### src/rtl/core/lph_pkg.sv
// shared constants and codes for the linear probing hash table
package lph_pkg;

  localparam int TABLE_SIZE_DEF = 1024;
  localparam int KEY_BITS_DEF   = 20;
  localparam int VALUE_BITS     = 32;
  localparam int OPCODE_BITS    = 2;
  localparam int STATUS_BITS    = 2;
  localparam int SLOT_BITS      = 2;

  localparam logic [OPCODE_BITS-1:0] OP_INSERT = 2'd0;
  localparam logic [OPCODE_BITS-1:0] OP_SEARCH = 2'd1;
  localparam logic [OPCODE_BITS-1:0] OP_DELETE = 2'd2;

  localparam logic [STATUS_BITS-1:0] RES_OK        = 2'd0;
  localparam logic [STATUS_BITS-1:0] RES_NOT_FOUND = 2'd1;
  localparam logic [STATUS_BITS-1:0] RES_FULL      = 2'd2;

  localparam logic [SLOT_BITS-1:0] SL_EMPTY    = 2'd0;
  localparam logic [SLOT_BITS-1:0] SL_OCCUPIED = 2'd1;
  localparam logic [SLOT_BITS-1:0] SL_DELETED  = 2'd2;

endpackage

### src/rtl/core/lph_outreg.sv
// result register between the probe engine and the output channel
module lph_outreg import lph_pkg::*; (
  input  logic                         clk,
  input  logic                         rst,
  input  logic                         load,
  input  logic [STATUS_BITS-1:0]       load_status,
  input  logic signed [VALUE_BITS-1:0] load_value,
  output logic                         can_load,
  output logic                         out_valid,
  input  logic                         out_ready,
  output logic [STATUS_BITS-1:0]       status,
  output logic signed [VALUE_BITS-1:0] read_value
);

  assign can_load = !out_valid || out_ready;

  always_ff @(posedge clk) begin
    if (rst) begin
      out_valid <= 1'b0;
    end else if (load && can_load) begin
      out_valid <= 1'b1;
    end else if (out_ready) begin
      out_valid <= 1'b0;
    end
  end

  always_ff @(posedge clk) begin
    if (load && can_load) begin
      status     <= load_status;
      read_value <= load_value;
    end
  end

endmodule

### config.mk
export PLATFORM = sky130hd
export DESIGN_NAME = lph_outreg
export DESIGN_NICKNAME = d
export VERILOG_FILES = /design/src/rtl/core/lph_pkg.sv /design/src/rtl/core/lph_outreg.sv
export SDC_FILE = /design/constraint.sdc
export NUM_CORES = 1
export LEC_CHECK = 0
export ABC_CLOCK_PERIOD_IN_PS = 1300
export BUFFER_PORTS_ARGS = -buffer_cell sky130_fd_sc_hd__buf_4
export CORE_MARGIN = 2
export CORE_UTILIZATION = 24
export CTS_CLUSTER_DIAMETER = 80
export DETAILED_ROUTE_END_ITERATION = 10
export SYNTH_ARGS = -nofsm -noshare
export SYNTH_HDL_FRONTEND = slang
export SYNTH_SLANG_ARGS = --single-unit
export TNS_END_PERCENT = 10
### constraint.sdc
create_clock -name clk -period 1.3 [get_ports clk]
set_input_delay 0.065 -clock clk [delete_from_list [all_inputs] [get_ports clk]]
set_output_delay 0.065 -clock clk [all_outputs]
set_load 0.02 [all_outputs]
# [Word level (Yosys, flattened, before mapping)]
# Cells that the tools add are included.
[totals] romBits=0 ram_bits=0 latchBits=0 in_bits=38 register_bits=35 wordCells=9 output_inout_bits=36 n_memories=0
[classes] n_shift=0 n_div=0 reduce_logical=4 order_cmp=0 n_eq_ne=0 addsub=0 mux=2 bitwise=0 multipliers=0
[ops] op="1-bit two-way mux" count=2
[ops] op="2-bit nonzero test" count=1
[ops] op="1-bit logical AND" count=1
[ops] op="1-bit logical NOT" count=1
[ops] op="1-bit logical OR" count=1

# [Depth between registers and ports, before layout]
[logic_depth] word_depth=4 mapped_depth=2 ltp_nobuf=2

# [Least setup slack after synthesis]
# OpenSTA, ideal clock, no wires.
[synth_timing] path_type="reg2reg" startpoint="register out_valid" endpoint="register read_value[0], enable pin" setup_time_ps=343 stages_incl_launch_ff=3 required_ps=957 synth_period_minus_slack_ps=1231 slack_ps=69 arrival_ps=888 n_path_buf=0 path_cell_list="dfxtp_1 > nand2b_4 > and2_4"
[synth_via] elab_chain_len=3
[synth_rtl] item="start, declared" line_no="lph_outreg.sv:9" rtl="output logic out_valid,"
[synth_rtl] item="start signal, assigned" line_no="lph_outreg.sv:19" rtl="out_valid <= 1'b0;"
[synth_rtl] item="start signal, assigned" line_no="lph_outreg.sv:21" rtl="out_valid <= 1'b1;"
[synth_rtl] item="start signal, assigned" line_no="lph_outreg.sv:23" rtl="out_valid <= 1'b0;"
[synth_rtl] item="1-bit logical NOT" line_no="lph_outreg.sv:15" rtl="assign can_load = !out_valid || out_ready;"
[synth_rtl] item="1-bit logical OR" line_no="lph_outreg.sv:15"
[synth_rtl] item="net can_load" line_no="lph_outreg.sv:8" rtl="output logic can_load,"
[synth_rtl] item="1-bit logical AND" line_no="lph_outreg.sv:28" rtl="if (load && can_load) begin"
[synth_rtl] item="end signal, assigned" line_no="lph_outreg.sv:30" rtl="read_value <= load_value;"
[synth_rtl] item="end, declared" line_no="lph_outreg.sv:12" rtl="output logic signed [VALUE_BITS-1:0] read_value"
# The timed path passes the listed nets, and every way through them passes these cells.
# A chain may end at the register's enable or synchronous reset.

# [Worst setup path in the final report]
[layout_timing] startpoint="register out_valid" endpoint="register read_value[25], enable pin"
[layout_via] elab_chain_len=3
[layout_rtl] item="1-bit logical NOT" line_no="lph_outreg.sv:15"
[layout_rtl] item="1-bit logical OR" line_no="lph_outreg.sv:15"
[layout_rtl] item="1-bit logical AND" line_no="lph_outreg.sv:28"
# No other way between the ends.

==> reports/summary.log <==
qor: outcome.status finished, final reports clean
qor: sta.worst_slew_pin_slew 0.152 ns
qor: synth.async_reset_ff_share 0%
qor: pwr.ir_worst_vdd 0.000548 V
qor: finish.num-fill-cells 370
qor: cts.clk_latency 0.28 ns
qor: finish.multiInputGateArea 31.3 sq um
qor: synth.synth-simple-area-share 2.09%
qor: sta.timing.final.hold_violations 0
qor: cts.cts.sinks 35
qor: die.die_area 5040 sq um
qor: sta.setup_viol_count_final 0
qor: synth.yosys_warnings 0
qor: critical_path.critical_path.n_buffers_inverters 1
qor: die.floorplan.initialDensity 24.9%
qor: finish.final-seq-area 1040 sq um
qor: place.gpl.final_weighted_congestion 0.640
qor: place.post-place-cells 166
qor: finish.nNetsFinal 194
qor: cts.cts_htree_levels 2
qor: hold_path.min-delay-path-class in -> reg
qor: job.max_cap_violations 0
qor: grt.antenna_found_initial 0
qor: pwr.total_switching_power 0.536 mW
qor: cts.tritoncts done
qor: route.first_iter_violations 8
qor: synth.yosys.area_share.xor_xnor 0%
qor: die.io_pins 74
qor: critical_path.crit_path_max_incr_delay 0.34 ns
qor: synth.netlist_instances 39
qor: synth.number_of_enable_flip_flop_cells_after_synthesis 34
qor: cts.post_cts.resized_instances 0
qor: grt.first_pass_grt_wire_length 4060 um
qor: sta.timing.final.crit_period 1.07 ns
qor: finish.layout.cells.non_filler 209
qor: synth.synth_top_area_share 94.9%
qor: die.num_rows 24
qor: critical_path.worst_ep_required_time 1.29 ns
qor: critical_path.path_max_fanout 20
qor: pwr.power.density 1180 nW/um^2
qor: pwr.power.leakage 0.923 nW
qor: sta.fin_worst_skew 0.00413 ns
qor: die.core_area 4320 sq um
qor: finish.antennaDiodeCount 0
qor: critical_path.crit_chain nand2b_4 > and2_4 > buf_12
qor: synth.synth_area 1080 sq um
qor: synth.yosys_register_bits 35
qor: cts.path_clk_slew 0.06 ns
qor: cts.numCtsBuffers 5
qor: grt.first_global_vias 915
qor: cts.clk_root_buffer_cell sky130_fd_sc_hd__clkbuf_8
qor: synth.yosys.cell_count.top_type sky130_fd_sc_hd__edfxtp_1
qor: synth.per_instance_average_area_after_synthesis 27.6 sq um
qor: pwr.clkPwrFrac 32.4%
qor: synth.yosys.area.top_type sky130_fd_sc_hd__edfxtp_1
qor: pwr.seq_power_share 52.0%
qor: critical_path.worst_path_dominant_cell_family flip-flops
qor: sta.timing.max_slew.rel_slack 89.8%
qor: place.number_of_i_o_port_buffers 73
qor: critical_path.worst_setup_path_start_kind flip-flop
qor: finish.final_core_utilization 50.4%
qor: route.routedWlPerCell 12.1 um
qor: grt.pin_count_of_the_biggest_net_entering_global_routing 21
qor: route.residual_antenna_violating_net_count_after_detailed_routing 0
qor: critical_path.critPathArrivalTime 1.05 ns
qor: sta.timing.final.crit_share 82.0%
qor: synth.post_synth_mux_area_share 0%
qor: hold_path.whs_path_depth 3
qor: finish.area_delta_synth_final 103%
qor: synth.synth_compound_area_share 0.814%
qor: synth.netlist-cell-type-count 6
qor: grt.global_route.overflow_total 0
qor: critical_path.critical_path_depth 3
qor: sta.pins_over_their_slew_limit 0
qor: finish.proportion_of_layout_cells_with_a_drive_suffix_above_1 54.1%
qor: critical_path.critical_path_class reg -> reg
qor: pwr.post-layout-total-power 2.57 mW
qor: synth.synth_adder_area_share 0%
qor: synth.syn_nets 77
qor: synth.synth_flop_cell sky130_fd_sc_hd__edfxtp_1
qor: sta.timing.fmax 938 MHz
qor: synth.main_combinational_cell_family_by_area_after_synthesis simple AND/OR/NAND/NOR gates
qor: synth.ys_seq_area_share 96.7%
qor: sta.final.hold.worst_slack 0.0572 ns
qor: cts.cts_buffer_depth 2
qor: place.place.detailed.hpwl 1800 um
qor: route.drt_first_pass_iters 3
qor: route.drc 0
qor: route.viasPerCell 3.85
qor: sta.timing.setup.tns 0 ns
qor: die.die-height 71.0 um
qor: critical_path.cpMaxStageDelayCell sky130_fd_sc_hd__dfxtp_1
qor: pwr.power.combinational.fraction 15.6%
qor: critical_path.r2r.worst_path.cells 3
qor: synth.synth.top_cells.by_area sky130_fd_sc_hd__edfxtp_1, sky130_fd_sc_hd__dfxtp_1, sky130_fd_sc_hd__nand2b_4
qor: pwr.power.share.switching 20.8%
qor: pwr.cell_internal_pwr 2.03 mW
qor: route.detail_route.wirelength 2540 um
qor: sta.grt_setup_unrepaired no
qor: route.routed-via-count 805
qor: die.floorplan.die.width 71.0 um
qor: grt.grt_use_total 10.9%
qor: critical_path.endpoint_kind flip-flop
[power groups by stage]
stage / combinational, mW / sequential (mW) / clock, mW
2_1_floorplan: 0.0294 / 1.44 / 0
3_3_place_gp: 0.318 / 1.36 / 0
3_5_place_dp: 0.323 / 1.36 / 0
4_1_cts: 0.407 / 1.34 / 0.877
5_1_grt: 0.426 / 1.34 / 0.925
6_report: 0.402 / 1.34 / 0.832
[final timing paths]
check            start  slack (ns)             end
max          out_valid        0.23  read_value[25]
min               load        0.06       out_valid
max reg2reg  out_valid        0.23  read_value[25]
min reg2reg  out_valid        0.53       out_valid
[area by class of cell]
class	count	share of cell area [%]
repair buffers	110	43.1
multi-input cells	3	1.44
well taps	52	2.99
inverters	1	0.172
flip-flops and latches	35	47.8
clock buffers	8	4.59
[metrics by stage]
step | cell area (sq um) | worst slack [ns]
global route | 2180 | 0.202
global placement | 1730 | 0.265
floorplan | 1080 | 0.0687
detailed placement | 1730 | 0.236
finish | 2180 | 0.234
CTS | 2180 | 0.227
[flip-flops by register name (all words and copies together), names as in the netlist]
name / cells
status: 2
out_valid: 1
read_value: 32
[worst reg2reg max path, cell delays in order, from the launching register on]
cell and delay [ns]:
sky130_fd_sc_hd__dfxtp_1 0.34, sky130_fd_sc_hd__nand2b_4 0.09, sky130_fd_sc_hd__and2_4 0.17, sky130_fd_sc_hd__buf_12 0.16
[kinds of logic (layout without fill, tap and decap cells)]
logic type	after synthesis	in the layout
buffers and inverters	1	119
AO/OA/AOI/OAI	1	1
flip-flops	35	35
AND/OR/NAND/NOR	2	2
[per-layer routing]
metal / vias up / share of wire, % / track usage [%]
met5: - / 0 / 0
met1: 370 / 35 / 9.55
met4: 0 / 1.2 / 3.77
met2: 46 / 55 / 21.1
li1: 385 / - / -
met3: 4 / 8.7 / 5.27
[cell usage in the layout, fill, tap and decap left out]
| cell | count |
|---|---|
| sky130_fd_sc_hd__edfxtp_1 | 34 |
| sky130_fd_sc_hd__buf_4 | 73 |
| sky130_fd_sc_hd__clkbuf_8 | 7 |
| sky130_fd_sc_hd__clkbuf_1 | 1 |
| sky130_fd_sc_hd__a21oi_2 | 1 |
| sky130_fd_sc_hd__buf_12 | 2 |
| sky130_fd_sc_hd__inv_1 | 1 |
| sky130_fd_sc_hd__dlygate4sd3_1 | 35 |
| sky130_fd_sc_hd__and2_4 | 1 |
| sky130_fd_sc_hd__nand2b_4 | 1 |
| sky130_fd_sc_hd__dfxtp_1 | 1 |
[what timing repair did]
action,in CTS,in global routing
buffers inserted,0,0
hold buffers,35,0
hold endpoints to repair,35,0
Power figures use the tool's default switching activity.
