### src/rtl/core/lph_pkg.sv
// shared constants and codes for the linear probing hash table
package lph_pkg;

  localparam int TABLE_SIZE_DEF = 1024;
  localparam int KEY_BITS_DEF   = 20;
  localparam int VALUE_BITS     = 32;
  localparam int OPCODE_BITS    = 2;
  localparam int STATUS_BITS    = 2;
  localparam int SLOT_BITS      = 2;

  localparam logic [OPCODE_BITS-1:0] OP_INSERT = 2'd0;
  localparam logic [OPCODE_BITS-1:0] OP_SEARCH = 2'd1;
  localparam logic [OPCODE_BITS-1:0] OP_DELETE = 2'd2;

  localparam logic [STATUS_BITS-1:0] RES_OK        = 2'd0;
  localparam logic [STATUS_BITS-1:0] RES_NOT_FOUND = 2'd1;
  localparam logic [STATUS_BITS-1:0] RES_FULL      = 2'd2;

  localparam logic [SLOT_BITS-1:0] SL_EMPTY    = 2'd0;
  localparam logic [SLOT_BITS-1:0] SL_OCCUPIED = 2'd1;
  localparam logic [SLOT_BITS-1:0] SL_DELETED  = 2'd2;

endpackage

### src/rtl/core/lph_home.sv
// home slot unit: key modulo table size, a mask or a short reciprocal multiply pipeline
module lph_home import lph_pkg::*; #(
  parameter int TABLE_SIZE = TABLE_SIZE_DEF,
  parameter int KEY_BITS   = KEY_BITS_DEF
) (
  input  logic                          clk,
  input  logic                          rst,
  input  logic                          start,
  input  logic [KEY_BITS-1:0]           key,
  output logic                          done,
  output logic [$clog2(TABLE_SIZE)-1:0] idx
);

  localparam int  IDX_W  = $clog2(TABLE_SIZE);
  localparam int  EXT_W  = (KEY_BITS > IDX_W) ? KEY_BITS : IDX_W;
  localparam int  PROD_W = 2 * KEY_BITS;
  localparam int  RED_W  = EXT_W + 1;
  localparam bit  POW2   = (TABLE_SIZE & (TABLE_SIZE - 1)) == 0;
  localparam logic [KEY_BITS-1:0] RECIP  = KEY_BITS'((64'd1 << KEY_BITS) / TABLE_SIZE);
  localparam logic [RED_W-1:0]    TS_RED = RED_W'(TABLE_SIZE);

  logic [EXT_W-1:0]    key_ext;
  logic [KEY_BITS-1:0] key_r;
  logic [PROD_W-1:0]   prod;
  logic [KEY_BITS-1:0] quo;
  logic [RED_W-1:0]    qts;
  logic [RED_W-1:0]    red;
  logic [IDX_W-1:0]    rem;
  logic                prod_vld;
  logic                red_vld;

  // quotient estimate is exact or one low, so one correction step is enough
  assign key_ext = EXT_W'(key);
  assign quo     = prod[PROD_W-1:KEY_BITS];
  assign qts     = RED_W'(quo) * TS_RED;
  assign idx     = rem;

  always_ff @(posedge clk) begin
    if (rst) begin
      prod_vld <= 1'b0;
      red_vld  <= 1'b0;
      done     <= 1'b0;
    end else begin
      prod_vld <= start && !POW2;
      red_vld  <= prod_vld;
      done     <= (start && POW2) || red_vld;
    end
  end

  // remainder datapath
  always_ff @(posedge clk) begin
    if (start) begin
      key_r <= key;
      prod  <= PROD_W'(key) * PROD_W'(RECIP);
    end
    if (prod_vld) begin
      red <= RED_W'(key_r) - qts;
    end
    if (start && POW2) begin
      rem <= key_ext[IDX_W-1:0];
    end else if (red_vld) begin
      rem <= (red >= TS_RED) ? IDX_W'(red - TS_RED) : red[IDX_W-1:0];
    end
  end

endmodule

### config.mk
export PLATFORM = sky130hd
export DESIGN_NAME = lph_home
export DESIGN_NICKNAME = d
export VERILOG_FILES = /design/src/rtl/core/lph_pkg.sv /design/src/rtl/core/lph_home.sv
export SDC_FILE = /design/constraint.sdc
export NUM_CORES = 1
export LEC_CHECK = 0
export BUFFER_PORTS_ARGS = -buffer_cell sky130_fd_sc_hd__buf_2
export CORE_AREA = 10 10 47 49
export CTS_CLUSTER_DIAMETER = 50
export DETAILED_ROUTE_END_ITERATION = 7
export DIE_AREA = 0 0 57 59
export GPL_TIMING_DRIVEN = 0
export PLACE_DENSITY_LB_ADDON = 0.15
export SLEW_MARGIN = 15
export SYNTH_ARGS = -nofsm -noshare
export SYNTH_HDL_FRONTEND = slang
export SYNTH_SLANG_ARGS = --single-unit
### constraint.sdc
create_clock -name clk -period 1.1 [get_ports clk]
set_input_delay 0.275 -clock clk [delete_from_list [all_inputs] [get_ports clk]]
set_output_delay 0.275 -clock clk [all_outputs]
set_load 0.005 [all_outputs]
# Word-level counts from Yosys, hierarchy flattened

Index checks and enable logic that the tools add are counted.

Word-level logic and storage cells: 3
Register bits after elaboration: 11
Output and inout port bits: 11
Input port bits: 23

Muxes and demuxes: 1

Operator list:

| cell     | number |
|---|---|
| $mux W10 | 1 |

# Depth between registers and ports, before layout

Gate-level depths: netlist of the first run.

Depth in word-level cells: 1
Depth in mapped cells: 1
Depth with buffers taken out: 1

# Least setup slack after synthesis of the first run

OpenSTA, ideal clock, no wires.

Kind: register to output
Start: register rem[0], in the netlist idx[0]
End: output idx[0]
Stages on the path, launching flop included: 1
Path buffers: 0
Data required time: 0.825 ns
Arrival: 0.355 ns
Path slack: 0.470 ns
Path through: edfxtp_1

RTL lines:

| what                   | RTL line       | RTL |
|---|---|---|
| from (decl)            | lph_home.sv:28 | `logic [IDX_W-1:0] rem;` |
| from (signal assigned) | lph_home.sv:60 | `rem <= key_ext[IDX_W-1:0];` |
| from (signal assigned) | lph_home.sv:62 | `rem <= (red >= TS_RED) ? IDX_W'(red - TS_RED) : red[IDX_W-1:0];` |
| to (decl)              | lph_home.sv:11 | `output logic [$clog2(TABLE_SIZE)-1:0] idx` |

No word-level cell between the ends.

# Final worst setup path of the first run

Start: register rem[7], in the netlist idx[7]
End: output idx[7]

No word-level cell between the ends.

==> flow_summary.yaml, run 1 <==
timing:
  fmax_ghz: 0.966
  rsz0062_at_grt: "false"
  whs_ps: 186
  relSlewSlack_pct: 84.7
  drv_slew: 0
  setup_tns_ps: 0
  finalHoldViolCount: 0
  setup_viol: 0
  min_period_over_period_pct: 94.1
  fin_crit_ps: 1040
  worst_pin_slew_ps: 229
synth:
  synth_area_leaders: "edfxtp_1 90%, dfxtp_1 6.0%, nor2b_4 4.1%"
  ys_top_cells_by_count: "10 x edfxtp_1, 1 x dfxtp_1, 1 x nor2b_4"
  synth_edf_count: 10
  syn_nets: 35
  synth_seq_cells: 11
  synth_top_area_share_pct: 89.9
  ys.warnings.count: 0
  seq_area_frac_synth_pct: 95.9
  netlist_area_um2: 334
  yosysTopAreaCell: "edfxtp_1"
  ys.flop_type: "edfxtp_1"
  synth_cell_type_count: 3
  avgSynthCellArea_um2: 27.8
  ys_async_sr_fraction_pct: 0
  syn_inst: 12
  yosys.cell_count.top_type: "edfxtp_1"
clock_tree:
  hold_buffers: 0
  clkSinkCount: 11
  htree_levels: 1
  cts_resized: 0
  cts_made_buffers: 3
  postCtsSetupBuffers: 0
  cts_tree: "done"
  root_buffer: "clkbuf_4"
  clockBufferDepth: 2
  path_clk_slew_ps: 70
cells_and_area:
  nNetsFinal: 63
  drive_gt1_share_pct: 69.2
  final_cells: 55
  n_antenna_cell: 0
  fillCellCount: 155
  final_core_utilization_pct: 35.4
  area_growth_pct: 48.3
setup_path:
  crit_start: "idx[7]$_DFFE_PP_"
  worstPathCellList: "buf_2"
  cp.depth: 1
  crit_buf_inv: 1
  cp.arrival_ps: 760
  cpLargestDelayFamily: "flip-flops"
  slowest_delay_ps: 370
  cp-start-kind: "flip-flop"
  cp-endpoint: "idx[7]"
  cp-end-kind: "primary output"
  critPathMaxFanout: 1
  cp_data_required_time_ps: 820
  crit_slowest_cell: "edfxtp_1"
  critPathKind: "flip-flop to primary output"
grt:
  grtUsageTotal_pct: 5.07
  grt_pass1_wl_mm: 1.19
  grt_overflow_total: 0
  antenna_found_initial: 0
  grt_max_degree: 12
  grt_pass1_vias: 275
floorplan:
  die-area_mm2: 0.00336
  ioPinCount: 34
  initial_utilization_pct: 23.8
  rows: 14
  die_w_um: 57
  core_region_area_mm2: 0.00140
  fp.dieH_um: 59
detailed_routing:
  drc: 0
  antenna_left: 0
  totalWireLength_um: 788
  dr_total_vias: 210
  initialDrtViolationCount: 0
  vias_per_cell: 3.82
  drtPass1Iterations: 1
  wl_per_cell_um: 14.3
run:
  cap_violations: 0
placement:
  placedCellCount: 51
  gp_congestion: 0.537
  io_buffers: 23
pwr:
  leakagePower_nw: 0.220
  peakVddDrop_mv: 0.614
  power_density_mw_per_mm2: 1670
worst_hold_path:
  hold_path.class: "input pin to flip-flop"
status:
  status: "finished, final reports clean"
routing by layer:
metal	wire, um	share of wire [%]	track usage (%)	vias to the layer above
met4	0	0	4.03	0
met1	257	33	3.44	96
li1	-	-	-	99
met2	420	53	8.68	15
met5	0	0	0	-
met3	110	14	4.29	0
worst min-delay path by stage:
stage           start          endpoint  slack, ps  depth (start not counted)
6_report       key[7]  idx[7]$_DFFE_PP_        190                          1
5_1_grt        key[9]  idx[9]$_DFFE_PP_        160                          1
4_1_cts        key[9]  idx[9]$_DFFE_PP_        170                          1
3_5_place_dp   key[7]  idx[7]$_DFFE_PP_        450                          1
3_3_place_gp   key[7]  idx[7]$_DFFE_PP_        450                          1
2_1_floorplan     rst   done$_SDFF_PP0_        340                          1
kinds of logic (layout without fill, tap and decap cells):
kind of cell           count (synthesis)  count (layout)  synth area share [%]
DFF                                   11              11                  95.9
buffers and inverters                  0              27                     0
and+or+nand+nor                        1               1                  4.12
cells in the final DEF (no fill, tap or decap):
master,synthesis,final
buf_2,0,23
clkbuf_1,0,1
nor2b_4,1,1
clkbuf_4,0,3
dfxtp_1,1,1
edfxtp_1,10,10
power breakdown:
group          leakage, nW  internal [mW]  total [mW]  switching, mW
combinational       0.0986         0.0370      0.0665         0.0295
sequential           0.106          0.491       0.497        0.00673
clock               0.0150          0.140       0.262          0.122
sequential cells by signal, indices dropped and copies added (netlist names):
| signal | cells |
|---|---|
| done | 1 |
| idx | 10 |
stage by stage:
stage	power (mW)	cell area (um2)	setup WS [ps]
floorplan	0.516	334	470
finish	0.826	495	64.8
detailed placement	0.577	469	270
global route	0.884	495	7.78
CTS	0.848	495	39.2
global placement	0.574	469	275
cell type report:
cell class	count	area, um2	area share (%)
flip-flops and latches	11	320	64.6
well taps	16	20.0	4.04
multi-input cells	1	13.8	2.78
repair buffers	23	115	23.2
clock buffers	4	26.3	5.30
No activity file was read; power rests on OpenSTA's default activity.
==> run 2, diff against run 1 <==
--- a/constraint.sdc
+++ b/constraint.sdc
@@ -3,2 +3,2 @@
 set_output_delay 0.275 -clock clk [all_outputs]
-set_load 0.005 [all_outputs]
+set_load 0.02 [all_outputs]
==> run 2 against run 1 <==
Against the previous run: sequential share of layout area is 4.6 points lower; non-clock buffer count stayed put; first-iteration DRC count stayed put; power is 7.3% higher; via count is 1.9% higher; cell area is 7.6% higher; sequential power is 1% higher; highest routed layer unchanged.
==> flow_summary.yaml, run 2 (synthesized netlist as in run 1, its figures left out) <==
timing:
  relSlewSlack_pct: 84.7
  drv_slew: 0
  setup_viol: 0
  worst_pin_slew_ps: 229
  min_period_over_period_pct: 97.0
  fin_crit_ps: 1070
  rsz0062_at_grt: "true"
  setup_slack_ps: 33.4
  finalHoldViolCount: 0
  fmax_ghz: 0.938
grt:
  grt_overflow_total: 0
  grt_pass1_vias: 275
  grt_pass1_wl_mm: 1.19
  grt_max_degree: 12
  grtUsageTotal_pct: 5.07
  antenna_found_initial: 0
setup_path:
  crit_slowest_cell: "edfxtp_1"
  critPathMaxFanout: 1
  cp.depth: 1
  cp-start-kind: "flip-flop"
  cpLargestDelayFamily: "flip-flops"
  cp-end-kind: "primary output"
  cp_data_required_time_ps: 820
  crit_buf_inv: 1
  slowest_delay_ps: 390
  cp.arrival_ps: 790
  critPathKind: "flip-flop to primary output"
  worstPathCellList: "buf_6"
floorplan:
  core_region_area_mm2: 0.00140
  fp.dieH_um: 59
  initial_utilization_pct: 23.8
  die-area_mm2: 0.00336
  die_w_um: 57
  rows: 14
  ioPinCount: 34
cells_and_area:
  nNetsFinal: 63
  largest_reg_flops: 10
  final_cells: 55
  regArea_um2: 320
  drive_gt1_share_pct: 69.2
  final_cell_mix: "17 x buf_2, 10 x edfxtp_1, 6 x buf_6, 3 x clkbuf_4"
  n_antenna_cell: 0
  multiInputGateArea_um2: 13.8
  final_common_cell: "buf_2"
  fillCellCount: 154
  area_growth_pct: 59.6
  final_core_utilization_pct: 38.0
detailed_routing:
  drc: 0
  vias_per_cell: 3.89
  totalWireLength_um: 783
  wl_per_cell_um: 14.2
  dr_total_vias: 214
  drtPass1Iterations: 1
  antenna_left: 0
  initialDrtViolationCount: 0
pwr:
  finalPower_mw: 0.886
  leakagePower_nw: 0.232
  netSwitchingPower_mw: 0.198
  peakVddDrop_mv: 0.646
  p_clk_share_pct: 29.6
  p_comb_share_pct: 13.8
  netSwitchingFraction_pct: 22.3
  power_density_mw_per_mm2: 1660
  seq_power_share_pct: 56.6
  internal_power_mw: 0.689
worst_hold_path:
  hold_path.class: "input pin to flip-flop"
  hold_path_startpoint: "key[7]"
  min_path_cells: 1
  min_to: "idx[7]$_DFFE_PP_"
clock_tree:
  root_buffer: "clkbuf_4"
  htree_levels: 1
  clockBufferDepth: 2
  path_clk_slew_ps: 70
  clkSinkCount: 11
  cts_tree: "done"
  cts_made_buffers: 3
status:
  status: "finished, final reports clean"
run:
  cap_violations: 0
placement:
  gp_congestion: 0.537
  placedCellCount: 51
  dpl_worst_slack_ps: 270
  io_buffers: 23
## run 2: changes by cell type in the layout (fill, tap and decap cells not counted)
cell   previous run  this run
buf_2            23        17
buf_6             0         6
## run 2: timing repair
| item | CTS | global route |
|---|---|---|
| setup endpoints to repair | 0 | 7 |
| resized for setup | 0 | 12 |
| setup buffers | 0 | 0 |
| hold buffers | 0 | 0 |
## run 2: worst max-delay path by stage
stage                           from          endpoint  slack (ps)
detailed placement             start  idx[5]$_DFFE_PP_         270
global placement               start  idx[2]$_DFFE_PP_         270
finish              idx[2]$_DFFE_PP_            idx[2]          30
floorplan           idx[0]$_DFFE_PP_            idx[0]         380
CTS                 idx[1]$_DFFE_PP_            idx[1]           8
global route        idx[1]$_DFFE_PP_            idx[1]         -20
## run 2: through the flow
step / hold WS (ps) / cell area, um2 / setup TNS (ps)
3_3_place_gp: 451 / 469 / 0
2_1_floorplan: 339 / 334 / 0
5_1_grt: 163 / 533 / -65.8
4_1_cts: 174 / 495 / 0
3_5_place_dp: 453 / 469 / 0
6_report: 186 / 533 / 0
## run 2: power groups by stage
stage / combinational, mW / sequential, mW / clock [mW]
2_1_floorplan: 0.00322 / 0.551 / 0
3_3_place_gp: 0.104 / 0.505 / 0
3_5_place_dp: 0.106 / 0.507 / 0
4_1_cts: 0.106 / 0.498 / 0.280
5_1_grt: 0.131 / 0.504 / 0.308
6_report: 0.122 / 0.502 / 0.262
## run 2: layer usage
metal | track usage, % | routed length, um | up-vias
met4 | 4.03 | 0 | 0
met3 | 4.29 | 106 | 0
met2 | 8.68 | 423 | 15
met1 | 3.44 | 253 | 100
met5 | 0 | 0 | -
li1 | - | - | 99
## run 2: layout make-up
cell class | count | share of cell area (%)
flip-flops and latches | 11 | 60.1
repair buffers | 23 | 28.6
clock buffers | 4 | 4.93
well taps | 16 | 3.76
multi-input cells | 1 | 2.58
